## src/rtl/core/lc3b_ex_pkg.sv

```systemverilog
// Types, opcodes and helper functions for the LC-3b execute unit.
// No dependencies; every other file of the block but the macros header uses this package.
`default_nettype none

package lc3b_ex_pkg;

  localparam int REG_AW = 3;

  localparam logic [3:0] OP_BR   = 4'd0;
  localparam logic [3:0] OP_ADD  = 4'd1;
  localparam logic [3:0] OP_LDB  = 4'd2;
  localparam logic [3:0] OP_STB  = 4'd3;
  localparam logic [3:0] OP_JSR  = 4'd4;
  localparam logic [3:0] OP_AND  = 4'd5;
  localparam logic [3:0] OP_LDW  = 4'd6;
  localparam logic [3:0] OP_STW  = 4'd7;
  localparam logic [3:0] OP_RTI  = 4'd8;
  localparam logic [3:0] OP_XOR  = 4'd9;
  localparam logic [3:0] OP_JMP  = 4'd12;
  localparam logic [3:0] OP_SHF  = 4'd13;
  localparam logic [3:0] OP_LEA  = 4'd14;
  localparam logic [3:0] OP_TRAP = 4'd15;

  localparam logic [REG_AW-1:0] LINK_REG = 3'd7;

  // Flags are kept as {N, Z, P}.
  localparam logic [2:0] FLAGS_RESET = 3'b010;

  typedef enum logic [1:0] {
    ST_EXECUTED = 2'd0,
    ST_UNIMPL   = 2'd1,
    ST_UNKNOWN  = 2'd2
  } status_t;

  typedef struct packed {
    logic [15:0] instruction;
    logic [15:0] trap_target;
  } in_t;

  typedef struct packed {
    logic [15:0]       next_pc;
    logic              dest_written;
    logic [REG_AW-1:0] dest_reg;
    logic [15:0]       dest_value;
    logic              flag_n;
    logic              flag_z;
    logic              flag_p;
    status_t           status;
    logic              halted;
  } out_t;

  typedef struct packed {
    logic              en;
    logic [REG_AW-1:0] addr;
    logic [15:0]       data;
  } rf_wr_t;

  function automatic logic [2:0] nzp_of(input logic [15:0] v);
    logic [2:0] f;
    if (v == 16'h0000) begin
      f = 3'b010;
    end else if (v[15]) begin
      f = 3'b100;
    end else begin
      f = 3'b001;
    end
    return f;
  endfunction

endpackage

`default_nettype wire

```

## src/rtl/core/lc3b_instruction_execute.sv

```systemverilog
// LC-3b execute unit. A taken input passes the execute stage, then the output register.
// Throughput: one instruction per cycle unless the output stalls, set by the single execute
// stage that reads the register file memory on the accept edge and writes it back on advance.
// Reset: PC 0, flags Z, registers read as zero through per-entry valid bits (no clear sweep).
// A configuration write, taken only while the execute stage is empty, loads the PC.
`default_nettype none

module lc3b_instruction_execute #(
  parameter int REG_COUNT = 8
) (
  input  wire logic              clk,
  input  wire logic              rst,
  input  wire logic              in_valid,
  output logic                   in_ready,
  input  wire lc3b_ex_pkg::in_t  in_data,
  output logic                   out_valid,
  input  wire logic              out_ready,
  output lc3b_ex_pkg::out_t      out_data,
  input  wire logic              cfg_valid,
  output logic                   cfg_ready,
  input  wire logic [15:0]       cfg_data
);

  logic              s1_valid;
  lc3b_ex_pkg::in_t  s1_item;
  logic              s1_adv;
  logic              in_accept;
  logic [15:0]       pc;
  logic [2:0]        flags;
  logic [15:0]       sr1_value;
  logic [15:0]       sr2_value;
  lc3b_ex_pkg::out_t exec;
  lc3b_ex_pkg::rf_wr_t rf_wr;

  assign s1_adv    = s1_valid && (!out_valid || out_ready);
  assign in_ready  = !s1_valid || s1_adv;
  assign in_accept = in_valid && in_ready;
  assign cfg_ready = !s1_valid;

  assign rf_wr.en   = s1_adv && exec.dest_written;
  assign rf_wr.addr = exec.dest_reg;
  assign rf_wr.data = exec.dest_value;

  lc3b_ex_regfile #(
    .DEPTH (REG_COUNT)
  ) u_regfile (
    .clk      (clk),
    .rst      (rst),
    .rd_en    (in_accept),
    .rd_addr1 (in_data.instruction[8:6]),
    .rd_addr2 (in_data.instruction[2:0]),
    .wr       (rf_wr),
    .rd_data1 (sr1_value),
    .rd_data2 (sr2_value)
  );

  lc3b_ex_alu u_alu (
    .instruction (s1_item.instruction),
    .trap_target (s1_item.trap_target),
    .pc          (pc),
    .flags       (flags),
    .sr1_value   (sr1_value),
    .sr2_value   (sr2_value),
    .result      (exec)
  );

  always_ff @(posedge clk) begin
    if (rst) begin
      s1_valid  <= 1'b0;
      out_valid <= 1'b0;
      pc        <= 16'h0000;
      flags     <= lc3b_ex_pkg::FLAGS_RESET;
    end else begin
      if (in_ready) begin
        s1_valid <= in_valid;
      end
      if (s1_adv) begin
        out_valid <= 1'b1;
        pc        <= exec.next_pc;
        flags     <= {exec.flag_n, exec.flag_z, exec.flag_p};
      end else begin
        if (out_ready) begin
          out_valid <= 1'b0;
        end
        if (cfg_valid && cfg_ready) begin
          pc <= cfg_data;
        end
      end
    end
  end

  always_ff @(posedge clk) begin
    if (in_accept) begin
      s1_item <= in_data;
    end
    if (s1_adv) begin
      out_data <= exec;
    end
  end

endmodule

`default_nettype wire

```

## src/rtl/core/lc3b_ex_regfile.sv

```systemverilog
// Register file of the LC-3b execute unit: a synchronous two-read, one-write memory.
// Depends on lc3b_ex_pkg for the write port struct.
`default_nettype none

module lc3b_ex_regfile #(
  parameter int DEPTH = 8
) (
  input  wire logic                          clk,
  input  wire logic                          rst,
  input  wire logic                          rd_en,
  input  wire logic [lc3b_ex_pkg::REG_AW-1:0] rd_addr1,
  input  wire logic [lc3b_ex_pkg::REG_AW-1:0] rd_addr2,
  input  wire lc3b_ex_pkg::rf_wr_t           wr,
  output logic [15:0]                        rd_data1,
  output logic [15:0]                        rd_data2
);

  localparam int AW = $clog2(DEPTH);

  logic [15:0]      mem [DEPTH];
  logic [DEPTH-1:0] valid;

  logic [15:0]   q1;
  logic [15:0]   q2;
  logic          v1;
  logic          v2;
  logic [AW-1:0] ra1;
  logic [AW-1:0] ra2;

  // Most recent write, forwarded to a read that was issued on the same edge.
  logic          lw_en;
  logic [AW-1:0] lw_addr;
  logic [15:0]   lw_data;

  always_ff @(posedge clk) begin
    if (wr.en) begin
      mem[wr.addr[AW-1:0]] <= wr.data;
    end
  end

  always_ff @(posedge clk) begin
    if (rd_en) begin
      q1  <= mem[rd_addr1[AW-1:0]];
      q2  <= mem[rd_addr2[AW-1:0]];
      ra1 <= rd_addr1[AW-1:0];
      ra2 <= rd_addr2[AW-1:0];
    end
    if (wr.en) begin
      lw_addr <= wr.addr[AW-1:0];
      lw_data <= wr.data;
    end
  end

  // An entry that was never written reads as zero.
  always_ff @(posedge clk) begin
    if (rst) begin
      valid <= '0;
      v1    <= 1'b0;
      v2    <= 1'b0;
      lw_en <= 1'b0;
    end else begin
      if (rd_en) begin
        v1 <= valid[rd_addr1[AW-1:0]];
        v2 <= valid[rd_addr2[AW-1:0]];
      end
      if (wr.en) begin
        valid[wr.addr[AW-1:0]] <= 1'b1;
        lw_en                  <= 1'b1;
      end
    end
  end

  always_comb begin
    if (lw_en && (lw_addr == ra1)) begin
      rd_data1 = lw_data;
    end else begin
      rd_data1 = v1 ? q1 : 16'h0000;
    end
    if (lw_en && (lw_addr == ra2)) begin
      rd_data2 = lw_data;
    end else begin
      rd_data2 = v2 ? q2 : 16'h0000;
    end
  end

endmodule

`default_nettype wire

```

## src/rtl/core/lc3b_ex_alu.sv

```systemverilog
// Execute logic of the LC-3b unit: decodes one instruction and computes its result beat.
// Depends on lc3b_ex_pkg for opcodes, status codes and the result struct.
`default_nettype none

module lc3b_ex_alu (
  input  wire logic [15:0]      instruction,
  input  wire logic [15:0]      trap_target,
  input  wire logic [15:0]      pc,
  input  wire logic [2:0]       flags,
  input  wire logic [15:0]      sr1_value,
  input  wire logic [15:0]      sr2_value,
  output lc3b_ex_pkg::out_t     result
);

  logic [3:0]  opcode;
  logic [15:0] pc_inc;
  logic [15:0] imm5;
  logic [15:0] operand_b;
  logic [15:0] off9;
  logic [15:0] off11;
  logic [15:0] alu_value;
  logic [2:0]  flags_next;
  logic [15:0] npc;

  assign opcode    = instruction[15:12];
  assign pc_inc    = pc + 16'd2;
  assign imm5      = {{11{instruction[4]}}, instruction[4:0]};
  assign operand_b = instruction[5] ? imm5 : sr2_value;
  assign off9      = {{6{instruction[8]}}, instruction[8:0], 1'b0};
  assign off11     = {{4{instruction[10]}}, instruction[10:0], 1'b0};

  always_comb begin
    case (opcode)
      lc3b_ex_pkg::OP_ADD: alu_value = sr1_value + operand_b;
      lc3b_ex_pkg::OP_AND: alu_value = sr1_value & operand_b;
      default:             alu_value = sr1_value ^ operand_b;
    endcase
  end

  always_comb begin
    npc                 = pc_inc;
    flags_next          = flags;
    result.dest_written = 1'b0;
    result.dest_reg     = '0;
    result.dest_value   = 16'h0000;
    result.status       = lc3b_ex_pkg::ST_EXECUTED;
    case (opcode)
      lc3b_ex_pkg::OP_ADD, lc3b_ex_pkg::OP_AND, lc3b_ex_pkg::OP_XOR: begin
        result.dest_written = 1'b1;
        result.dest_reg     = instruction[11:9];
        result.dest_value   = alu_value;
        flags_next          = lc3b_ex_pkg::nzp_of(alu_value);
      end
      lc3b_ex_pkg::OP_BR: begin
        if (|(instruction[11:9] & flags)) begin
          npc = pc_inc + off9;
        end
      end
      lc3b_ex_pkg::OP_LEA: begin
        result.dest_written = 1'b1;
        result.dest_reg     = instruction[11:9];
        result.dest_value   = pc_inc + off9;
      end
      lc3b_ex_pkg::OP_JMP: begin
        npc = sr1_value;
      end
      lc3b_ex_pkg::OP_JSR: begin
        npc                 = instruction[11] ? (pc_inc + off11) : sr1_value;
        result.dest_written = 1'b1;
        result.dest_reg     = lc3b_ex_pkg::LINK_REG;
        result.dest_value   = pc_inc;
      end
      lc3b_ex_pkg::OP_TRAP: begin
        npc                 = trap_target;
        result.dest_written = 1'b1;
        result.dest_reg     = lc3b_ex_pkg::LINK_REG;
        result.dest_value   = pc_inc;
      end
      lc3b_ex_pkg::OP_LDB, lc3b_ex_pkg::OP_STB, lc3b_ex_pkg::OP_LDW,
      lc3b_ex_pkg::OP_STW, lc3b_ex_pkg::OP_RTI, lc3b_ex_pkg::OP_SHF: begin
        result.status = lc3b_ex_pkg::ST_UNIMPL;
      end
      default: begin
        result.status = lc3b_ex_pkg::ST_UNKNOWN;
      end
    endcase
    result.next_pc = npc;
    result.flag_n  = flags_next[2];
    result.flag_z  = flags_next[1];
    result.flag_p  = flags_next[0];
    result.halted  = (npc == 16'h0000);
  end

endmodule

`default_nettype wire

```

## config.mk

```make
export PLATFORM = sky130hd
export DESIGN_NAME = lc3b_instruction_execute
export DESIGN_NICKNAME = d
export VERILOG_FILES = /design/src/rtl/core/lc3b_ex_pkg.sv /design/src/rtl/core/lc3b_instruction_execute.sv /design/src/rtl/core/lc3b_ex_regfile.sv /design/src/rtl/core/lc3b_ex_alu.sv
export SDC_FILE = /design/constraint.sdc
export NUM_CORES = 1
export LEC_CHECK = 0
export BUFFER_PORTS_ARGS = -buffer_cell sky130_fd_sc_hd__buf_2
export CAP_MARGIN = 10
export CORE_ASPECT_RATIO = 1.1
export CORE_MARGIN = 5
export CORE_UTILIZATION = 30
export CTS_BUF_LIST = sky130_fd_sc_hd__clkbuf_8
export DETAILED_ROUTE_END_ITERATION = 8
export GPL_ROUTABILITY_DRIVEN = 0
export GPL_TIMING_DRIVEN = 0
export HOLD_SLACK_MARGIN = 0.02
export PLACE_DENSITY = 0.41
export SLEW_MARGIN = 20
export SYNTH_ARGS = -nofsm -noshare
export SYNTH_HDL_FRONTEND = slang
export SYNTH_SLANG_ARGS = --single-unit
```

## constraint.sdc

```tcl
create_clock -name clk -period 7.9 [get_ports clk]
set_input_delay 0 -clock clk [delete_from_list [all_inputs] [get_ports clk]]
set_output_delay 0 -clock clk [all_outputs]
set_load 0.005 [all_outputs]
```

# Word-level counts from Yosys, hierarchy flattened
# Memory sizes are Yosys's and may differ from the RTL's. A register that Yosys moved wholly into a read port is not among the register bits.
# Index checks and enable logic that the tools add are counted.
# totals
ff_bits	131
ramBits	128
wordCells	98
mem_count	1
# classes
add_sub_neg	4
order_cmp	4
eq_ne	15
muxes	26
n_bitwise	4
n_reduce_logical	21
# mem_list
name	depth	width	rd	rd_ports_with_merged_regs	wr	line	source
u_regfile.mem	8	16	2	2	1	lc3b_ex_regfile.sv:20	logic [15:0] mem [DEPTH];
# ops
cell	count
16-bit two-way mux	9
16-bit case mux with 4 select lines	1
20-bit case mux with 3 select lines	1
16-bit adder	3
16-bit logical NOT	2
16-bit case mux with 2 select lines	1
4-bit equality test, second input constant	6
16-bit by 2-bit adder with 16-bit output, second input constant	1
16-bit AND	1
4-bit by 3-bit equality test with 1-bit output, second input constant	4
16-bit bitwise XOR	1
3-bit by 4-bit < comparator with 1-bit output, second input constant	3
3-bit two-way mux	3
4-bit by 2-bit equality test with 1-bit output, second input constant	2
8-bit OR	1
8-bit OR reduction	1
1-bit logical AND	7
1-bit two-way mux	7
1-bit binary-select mux with 3-bit select	2
3-bit equality test	2
3-bit OR reduction	2
6-bit OR reduction	1
4-bit by 1-bit equality test with 1-bit output, second input constant	1
4-bit logical NOT	1
8 further kinds	11

# Longest topological paths before layout
# Gate-level depths: netlist of run 1.
# depth
word_depth	12
mapped_depth	17
ltp_nobuf	17

# Hierarchy
# A second synthesis of run 1 with hierarchy kept.
# unflattened
hier_cells	1144
hier_area_um2	15533.6
# by_module_without_submodules
module	instances	cells_each	area_per_inst_um2
lc3b_ex_regfile	1	446	8826.0
lc3b_ex_alu	1	516	3478.3
lc3b_instruction_execute	1	182	3229.3

# Worst setup path after synthesis of run 1
# Ideal clock, no wire load.
# synth_timing
kind	register -> register
from	register s1_item[30] (netlist name)
to	memory u_regfile.mem[5][0], enable pin
arrival_ns	3.993
setup_slack_ns	3.495
stages_incl_launch_ff	9
n_path_buf	3
cell_sequence	edfxtp_1 buf_2 buf_1 clkbuf_1 mux2i_1 o21a_1 nor2_1 nand2_1 nor3_1
# synth_rtl
item	line	source
start, declared	lc3b_instruction_execute.sv:25	lc3b_ex_pkg::in_t s1_item;
start signal, assigned	lc3b_instruction_execute.sv:94	s1_item <= in_data;
end, declared	lc3b_ex_regfile.sv:20	

==> tab_implementation.tex, run 1 <==
\begin{tabular}{lr}
\hline
Metric & Value \\
\hline
\multicolumn{2}{l}{\textbf{Route}} \\
Routed WL per cell & 24.3 microns \\
Routed Antenna Nets & 0 \\
DRC violations left & 0 \\
First-pass iteration count of the detailed router & 5 \\
Routed WL & 50.7 mm \\
Vias & 10900 \\
Via-per-instance ratio & 5.25 \\
Drt initial violations & 802 \\
\multicolumn{2}{l}{\textbf{Clocking}} \\
Number of cells upsized or downsized after cts & 0 \\
TritonCTS Buffers & 50 \\
Clock latency on the worst-skew pair & 0.62 ns \\
H-tree levels & 2 \\
\# clock sinks & 285 \\
Max Root-Sink Buffers & 3 \\
TritonCTS clock tree & built \\
Clock transition at the registers of the reported paths & 0.06 ns \\
Clk root buf & sky130\_fd\_sc\_hd\_\_clkbuf\_8 \\
\multicolumn{2}{l}{\textbf{STA}} \\
Max Fclk & 186 MHz \\
Final TNS setup & 0 ns \\
Final setup violation count & 0 \\
Final worst clock skew & 0.0176 ns \\
Clock period minus final worst setup slack & 5.38 ns \\
Final cycle utilization of the critical path & 0.682 \\
Actual transition at the worst max-transition pin & 1.11 ns \\
Relative slew margins & 0.261 \\
Unrepaired setup endpoints after global routing & false \\
Count of pins over their slew limit & 0 \\
Min setup slack post-route & 2.52 ns \\
Smallest hold slack & 0.0925 ns \\
Hold violation count in the final report & 0 \\
\multicolumn{2}{l}{\textbf{Final layout}} \\
Share of layout cells above drive strength 1 & 0.231 \\
P\&R area growth vs syn & 20.3\% \\
Filler Cell Count & 4897 \\
Number of antenna cells inserted & 0 \\
Final net count & 1481 \\
\multicolumn{2}{l}{\textbf{Floorplanning}} \\
Starting utilization of the core area & 0.304 \\
Io pins & 98 \\
Die outline width & 223 microns \\
Row count & 85 \\
Die area & 54300 sq um \\
Floorplan die height & 244 microns \\
Core Box Area & 49100 sq um \\
\multicolumn{2}{l}{\textbf{Critical path}} \\
Cell breakdown of the critical path & xnor2\_1, and4\_1, buf\_2, buf\_1, nand2\_1, o21ai\_0, ha\_1, a21o\_1, a21o\_1, a2111oi\_0, a21o\_1, a211oi\_1, nand2b\_1, or4b\_1, a31o\_2 \\
Crit Path Max Fanout & 10 \\
Setup Crit Path Kind & reg2reg \\
Endpoint class of the critical path & flop \\
Slowest cell on crit path & sky130\_fd\_sc\_hd\_\_edfxtp\_1 \\
Worst Reg2Reg Path Length in Cells & 15 \\
Crit path buf inv count & 2 \\
Element type at the critical path start & flop \\
Most common cell type on the critical path & sky130\_fd\_sc\_hd\_\_a21o\_1 \\
Data required time at the worst endpoint & 8.25 ns \\
Dominant delay contributor by cell family on the critical path & compound AO/OA/AOI/OAI gates \\
Worst stage delay on the critical path & 0.73 ns \\
Crit path DAT & 5.74 ns \\
Count of cell instances traversed by the critical path & 15 \\
\multicolumn{2}{l}{\textbf{Synthesis}} \\
Mean cell area of the mapped netlist & 12.8 sq um \\
Number of enable flip-flop cells after synthesis & 253 \\
Complex-gate fraction of the synthesized area & 0.124 \\
Top\_reg\_cell synth & sky130\_fd\_sc\_hd\_\_edfxtp\_1 \\
Total of flip-flops plus latches after synthesis & 285 \\
Proportion of synthesized area in mux cells & 0.139 \\
Number of nets produced by synthesis & 1259 \\
Largest area contributor in the netlist & sky130\_fd\_sc\_hd\_\_edfxtp\_1 \\
Most numerous cell in the Yosys netlist & sky130\_fd\_sc\_hd\_\_edfxtp\_1 \\
Area contributors post-synth & sky130\_fd\_sc\_hd\_\_edfxtp\_1, sky130\_fd\_sc\_hd\_\_mux4\_2, sky130\_fd\_sc\_hd\_\_dfxtp\_1, sky130\_fd\_sc\_hd\_\_ha\_1, sky130\_fd\_sc\_hd\_\_nand2\_1 \\
Adder-cell share of the synthesized area & 0.0328 \\
Fraction of post-synthesis cell area in the top cell type by area & 0.509 \\
Xor/xnor share of the synthesized area & 0.0199 \\
Number of distinct standard cells referenced by the synthesized netlist & 79 \\
Warnings from Yosys & 0 \\
Post-synth design cell area & 14900 sq um \\
Synth top cells by count & sky130\_fd\_sc\_hd\_\_edfxtp\_1, sky130\_fd\_sc\_hd\_\_nand2\_1, sky130\_fd\_sc\_hd\_\_nor2\_1 \\
Ys async rst share & 0 \\
Area fraction in and, or, nand and nor cells after synthesis & 0.105 \\
Synth Instances & 1168 \\
Sequential-to-total area share from yosys stat & 0.552 \\
Main combinational cell family by area after synthesis & multiplexers \\
\multicolumn{2}{l}{\textbf{Outcome}} \\
Run status & finished, final reports clean \\
\multicolumn{2}{l}{\textbf{Global routing}} \\
Antenna violations before repair & 0 \\
Maximum number of pins on one net before global-route repair & 53 \\
Vias in the first global route & 11300 \\
Aggregate global routing overflow & 0 \\
First-pass GRT wire length & 74.4 mm \\
Total Routing Usage GR & 0.182 \\
\multicolumn{2}{l}{\textbf{Run}} \\
Number of violations of the max-capacitance limit & 0 \\
\multicolumn{2}{l}{\textbf{Placed design}} \\
Dpl hpwl & 38.1 mm \\
Worst Setup Slack post-DPL & 2.52 ns \\
Total of buffers placed on input and output ports & 96 \\
\multicolumn{2}{l}{\textbf{Min path}} \\
Cell depth of the worst min-delay path & 2 \\
Worst hold path class & in2reg \\
\multicolumn{2}{l}{\textbf{Pwr}} \\
Static Leakage & 6.66 nW \\
Maximum resistive drop on vdd & 117 uV \\
Cell area power density & 195 nW/um\^{}2 \\
\hline
\end{tabular}
layout by cell type, fill, tap and decap left out, drive strengths merged, types with 5 or more instances in the layout:
cell         netlist  final
edfxtp           253    253
buf               20    134
nand2            103    103
clkbuf            44     98
nor2              76     76
mux4              68     68
a21oi             58     58
dlygate4sd3        0     54
inv               38     49
o21ai             41     41
ha                36     36
mux2              34     34
nand3             32     32
dfxtp             32     32
clkinv             1     27
a22oi             22     22
xnor2             22     22
a211oi            19     19
nor3              19     19
and3              17     17
mux2i             16     16
a21o              14     14
xor2              12     12
a31oi             12     12
nor2b             11     11
nand2b            11     11
a221o             11     11
o22ai             11     11
o21a               9      9
and2               9      9
o211ai             8      8
o31ai              8      8
nand4              7      7
or3                7      7
o221ai             6      6
a221oi             5      5
or4                5      5
nor4               5      5
or2                5      5
stage by stage:
step	std cells	area (sq um)	total power [W]	utilization
after CTS	2081	17900	0.00356	0.365
after floorplan	1168	14900	0.00204	-
after detailed placement	1935	16500	0.00223	0.335
after global routing	2082	18000	0.00368	0.366
final	2082	18000	0.00350	0.366
after global placement	1916	16200	0.00222	0.330
sequential cells by signal (all words and copies together), names as in the netlist, 8 cells and up:
| name | cells |
|---|---|
| u_regfile.valid | 8 |
| u_regfile.lw_data | 16 |
| u_regfile.q1 | 16 |
| u_regfile.mem | 128 |
| s1_item | 32 |
| u_regfile.q2 | 16 |
| out_data | 42 |
| pc | 16 |
area by class of cell:
class / count / area, sq um / area share
Timing Repair Buffer: 170 / 1190 / 0.0665
Sequential cell: 285 / 8240 / 0.459
Inverter: 39 / 149 / 0.00829
Clock buffer: 52 / 716 / 0.0398
Buffer: 64 / 277 / 0.0154
Clock inverter: 40 / 214 / 0.0119
Tap cell: 652 / 816 / 0.0454
Multi-Input combinational cell: 780 / 6360 / 0.354
power by group:
| group | switching (W) | total (W) | internal (W) |
|---|---|---|---|
| Sequential | 0.0000337 | 0.00174 | 0.00170 |
| Combinational | 0.000292 | 0.000480 | 0.000188 |
| Clock | 0.000638 | 0.00129 | 0.000649 |
final timing paths:
kind | slack, ns | end | from
worst max-delay path | 2.52 | out_data[3] | s1_item[24]
worst min register to register | 0.49 | u_regfile.valid[7] | u_regfile.valid[7]
worst min-delay path | 0.09 | s1_item[14] | in_data[14]
worst max register to register | 2.52 | out_data[3] | s1_item[24]
repair_timing:
| action | 4_1_cts | 5_1_grt |
|---|---|---|
| endpoints found under the setup margin | 0 | 0 |
| hold endpoints to repair | 65 | 0 |
| buffers inserted | 0 | 0 |
| hold buffers | 54 | 0 |
layer usage:
metal  track usage  vias up  part of all wire
met5             0        -                 0
met3        0.0341       77             0.050
li1              -     5045                 -
met2         0.312      281              0.50
met1         0.235     5535              0.43
met4        0.0537        0             0.028
kinds of logic (layout without fill, tap and decap cells):
family	after synthesis	after routing
fa+ha+maj	38	38
compound gates	267	267
flops	285	285
xor+xnor	34	34
mux	118	118
simple gates	323	323
buf+inv	103	365
(Power assumes the default switching activity.)
==> inputs of run 2 (changes only) <==
==> constraint.sdc (replaced) <==
create_clock -name clk -period 5.1 [get_ports clk]
set_input_delay 0 -clock clk [delete_from_list [all_inputs] [get_ports clk]]
set_output_delay 0 -clock clk [all_outputs]
set_load 0.005 [all_outputs]
==> run 2 against run 1 <==
Against the previous run:
- wire length about the same
- non-clock buffer count up 3
- final area up 0.32%
- maximum frequency up 8.4%
- flip-flop and latch count unchanged
- power up 55%
- first-iteration DRC count up 1.4%
- worst hold slack worse by 0.00053 ns
- critical path depth unchanged
- sequential share of layout area down 0.15 points
- core utilization up 0.12 points
- die area unchanged
==> tab_implementation.tex, run 2 (same netlist as run 1, synthesis figures left out) <==
\begin{tabular}{lr}
\hline
Metric & Value \\
\hline
\multicolumn{2}{l}{\textbf{Floorplanning}} \\
Die area & 54300 sq um (unchanged) \\
Core Box Area & 49100 sq um (unchanged) \\
Row count & 85 (unchanged) \\
Floorplan die height & 244 microns (unchanged) \\
Io pins & 98 (unchanged) \\
Starting utilization of the core area & 0.304 (unchanged) \\
Die outline width & 223 microns (unchanged) \\
\multicolumn{2}{l}{\textbf{Critical path}} \\
Element type at the critical path start & flop (unchanged) \\
Startpoint of the worst setup timing path & s1\_item[23] (was s1\_item[24]) \\
Endpoint of the most critical setup path & out\_data[3] (unchanged) \\
Source of the worst register-to-register timing path & s1\_item[23] (was s1\_item[24]) \\
Endpoint class of the critical path & flop (unchanged) \\
R2R Setup Slk & 0.13 ns (was 2.52 ns) \\
Setup Crit Path Kind & reg2reg (unchanged) \\
Worst Reg2Reg Path Length in Cells & 15 (unchanged) \\
Crit Path Max Fanout & 5 (was 10) \\
Data required time at the worst endpoint & 5.46 ns (was 8.25 ns) \\
Crit path DAT & 5.32 ns (was 5.74 ns) \\
Reg2reg end & out\_data[3] (unchanged) \\
\multicolumn{2}{l}{\textbf{Clocking}} \\
Max Root-Sink Buffers & 3 (unchanged) \\
Clock latency on the worst-skew pair & 0.62 ns (about the same) \\
Clk root buf & sky130\_fd\_sc\_hd\_\_clkbuf\_8 (unchanged) \\
H-tree levels & 2 (unchanged) \\
\# clock sinks & 285 (unchanged) \\
TritonCTS Buffers & 50 (unchanged) \\
TritonCTS clock tree & built (unchanged) \\
Clock transition at the registers of the reported paths & 0.06 ns (about the same) \\
\multicolumn{2}{l}{\textbf{Route}} \\
Vias & 11000 (was 10900) \\
Routed Antenna Nets & 0 (unchanged) \\
Routed WL per cell & 24.3 microns (about the same) \\
Routed WL & 50.7 mm (about the same) \\
Drt initial violations & 813 (was 802) \\
DRC violations left & 0 (unchanged) \\
First-pass iteration count of the detailed router & 5 (unchanged) \\
Via-per-instance ratio & 5.26 (was 5.25) \\
\multicolumn{2}{l}{\textbf{Global routing}} \\
Antenna violations before repair & 0 (unchanged) \\
Aggregate global routing overflow & 0 (unchanged) \\
First-pass GRT wire length & 74.4 mm (about the same) \\
Maximum number of pins on one net before global-route repair & 53 (unchanged) \\
Vias in the first global route & 11300 (about the same) \\
Total Routing Usage GR & 0.182 (about the same) \\
\multicolumn{2}{l}{\textbf{STA}} \\
Hold violation count in the final report & 0 (unchanged) \\
Max Fclk & 201 MHz (was 186 MHz) \\
Count of pins over their slew limit & 0 (unchanged) \\
Actual transition at the worst max-transition pin & 1.08 ns (was 1.11 ns) \\
Clock period minus final worst setup slack & 4.97 ns (was 5.38 ns) \\
Final cycle utilization of the critical path & 0.974 (was 0.682) \\
Unrepaired setup endpoints after global routing & true (was false) \\
Final setup violation count & 0 (unchanged) \\
Relative slew margins & 0.279 (was 0.261) \\
Final worst clock skew & 0.0186 ns (was 0.0176 ns) \\
\multicolumn{2}{l}{\textbf{Final layout}} \\
P\&R area growth vs syn & 20.7\% (was 20.3\%) \\
Total area of multi-input combinational cells & 6380 sq um (was 6360 sq um) \\
Share of layout cells above drive strength 1 & 0.239 (was 0.231) \\
Largest register FFs & 128 (unchanged) \\
Final net count & 1484 (was 1481) \\
Most frequent standard cell in the layout excluding fill and tap cells & sky130\_fd\_sc\_hd\_\_edfxtp\_1 (unchanged) \\
Area of all placed cells without fillers & 18000 sq um (about the same) \\
Area of all sequential standard cells & 8240 sq um (unchanged) \\
Most used cells in the layout excluding fill and tap cells & sky130\_fd\_sc\_hd\_\_edfxtp\_1, sky130\_fd\_sc\_hd\_\_buf\_2, sky130\_fd\_sc\_hd\_\_nand2\_1 (unchanged) \\
Filler Cell Count & 4894 (was 4897) \\
Number of antenna cells inserted & 0 (unchanged) \\
\multicolumn{2}{l}{\textbf{Pwr}} \\
Static Leakage & 6.71 nW (was 6.66 nW) \\
Maximum resistive drop on vdd & 182 uV (was 117 uV) \\
Final Power & 0.00543 W (was 0.00350 W) \\
Cell area power density & 301 nW/um\^{}2 (was 195 nW/um\^{}2) \\
\multicolumn{2}{l}{\textbf{Placed design}} \\
Total of buffers placed on input and output ports & 96 (unchanged) \\
Dpl hpwl & 38.1 mm (unchanged) \\
Post-place instance area & 16500 sq um (unchanged) \\
\multicolumn{2}{l}{\textbf{Outcome}} \\
Run status & finished, final reports clean (unchanged) \\
\multicolumn{2}{l}{\textbf{Run}} \\
Number of violations of the max-capacitance limit & 0 (unchanged) \\
\multicolumn{2}{l}{\textbf{Min path}} \\
Worst hold path class & in2reg (unchanged) \\
\hline
\end{tabular}
[run 2: critical path: stages (launching register included)]
cell and delay, ns:
sky130_fd_sc_hd__edfxtp_1 0.48, sky130_fd_sc_hd__xnor2_1 0.18, sky130_fd_sc_hd__and4_1 0.30, sky130_fd_sc_hd__nor2_1 0.07, sky130_fd_sc_hd__a21oi_1 0.47, sky130_fd_sc_hd__inv_1 0.10
sky130_fd_sc_hd__ha_1 0.35, sky130_fd_sc_hd__a211oi_1 0.27, sky130_fd_sc_hd__o21ai_0 0.22, sky130_fd_sc_hd__o2111ai_1 0.40, sky130_fd_sc_hd__a21oi_1 0.15, sky130_fd_sc_hd__o311ai_0 0.35
sky130_fd_sc_hd__o311a_1 0.31, sky130_fd_sc_hd__o2111ai_1 0.14, sky130_fd_sc_hd__or4b_1 0.62, sky130_fd_sc_hd__a31o_2 0.29
[run 2: worst min path at each step]
stage / end / depth (start not counted) / slack (ns) / startpoint
2_1_floorplan: s1_item[0] / 0 / 0.1 / in_data[0]
3_3_place_gp: s1_item[0] / 1 / 0.18 / in_data[0]
3_5_place_dp: s1_item[26] / 1 / 0.18 / in_data[26]
4_1_cts: s1_item[14] / 2 / 0.02 / in_data[14]
5_1_grt: s1_item[0] / 2 / 0.05 / in_data[0]
6_report: s1_item[14] / 2 / 0.09 / in_data[14]
[run 2: what timing repair did]
item | in CTS | in global routing
setup endpoints to repair | 33 | 34
pin swaps | 1 | 0
hold buffers | 54 | 0
gates resized for setup | 4 | 10
endpoints found under the hold margin | 65 | 0
buffers inserted | 4 | 0
[run 2: per-stage QoR]
stage,hold slack [ns],setup WS (ns),utilization,TNS [ns],std cells
after floorplan,0.0989,0.695,-,0,1168
after global placement,0.179,-2.24,0.330,-219.75,1916
after detailed placement,0.178,-0.280,0.335,-4.17,1935
after CTS,0.0250,0.0406,0.366,0,2085
after global routing,0.0500,-0.00260,0.367,-0.00260,2085
final,0.0920,0.133,0.367,0,2085
[run 2: layout make-up]
| cell class | count | area share |
|---|---|---|
| well taps | 652 | 0.0453 |
| multi-input cells | 780 | 0.354 |
| clock buffers | 52 | 0.0397 |
| flip-flops and latches | 285 | 0.457 |
| inverters | 39 | 0.00826 |
| plain buffers | 63 | 0.0155 |
| repair buffers | 174 | 0.0679 |
| clock inverters | 40 | 0.0119 |
[run 2: routing by layer]
layer  GRT usage  vias to the layer above  part of all wire  routed length, microns
li1            -                     5052                 -                       -
met1       0.235                     5558              0.42                   21500
met4      0.0515                        0             0.027                    1370
met5           0                        -                 0                       0
met2       0.314                      286              0.50                   25200
met3      0.0339                       77             0.052                    2630
[run 2: power breakdown]
| part | switching, W | leakage [nW] | internal [W] | total [W] |
|---|---|---|---|---|
| clock | 0.000990 | 0.526 | 0.00100 | 0.00199 |
| combinational | 0.000455 | 3.38 | 0.000292 | 0.000747 |
| sequential | 0.0000503 | 2.80 | 0.00264 | 0.00269 |
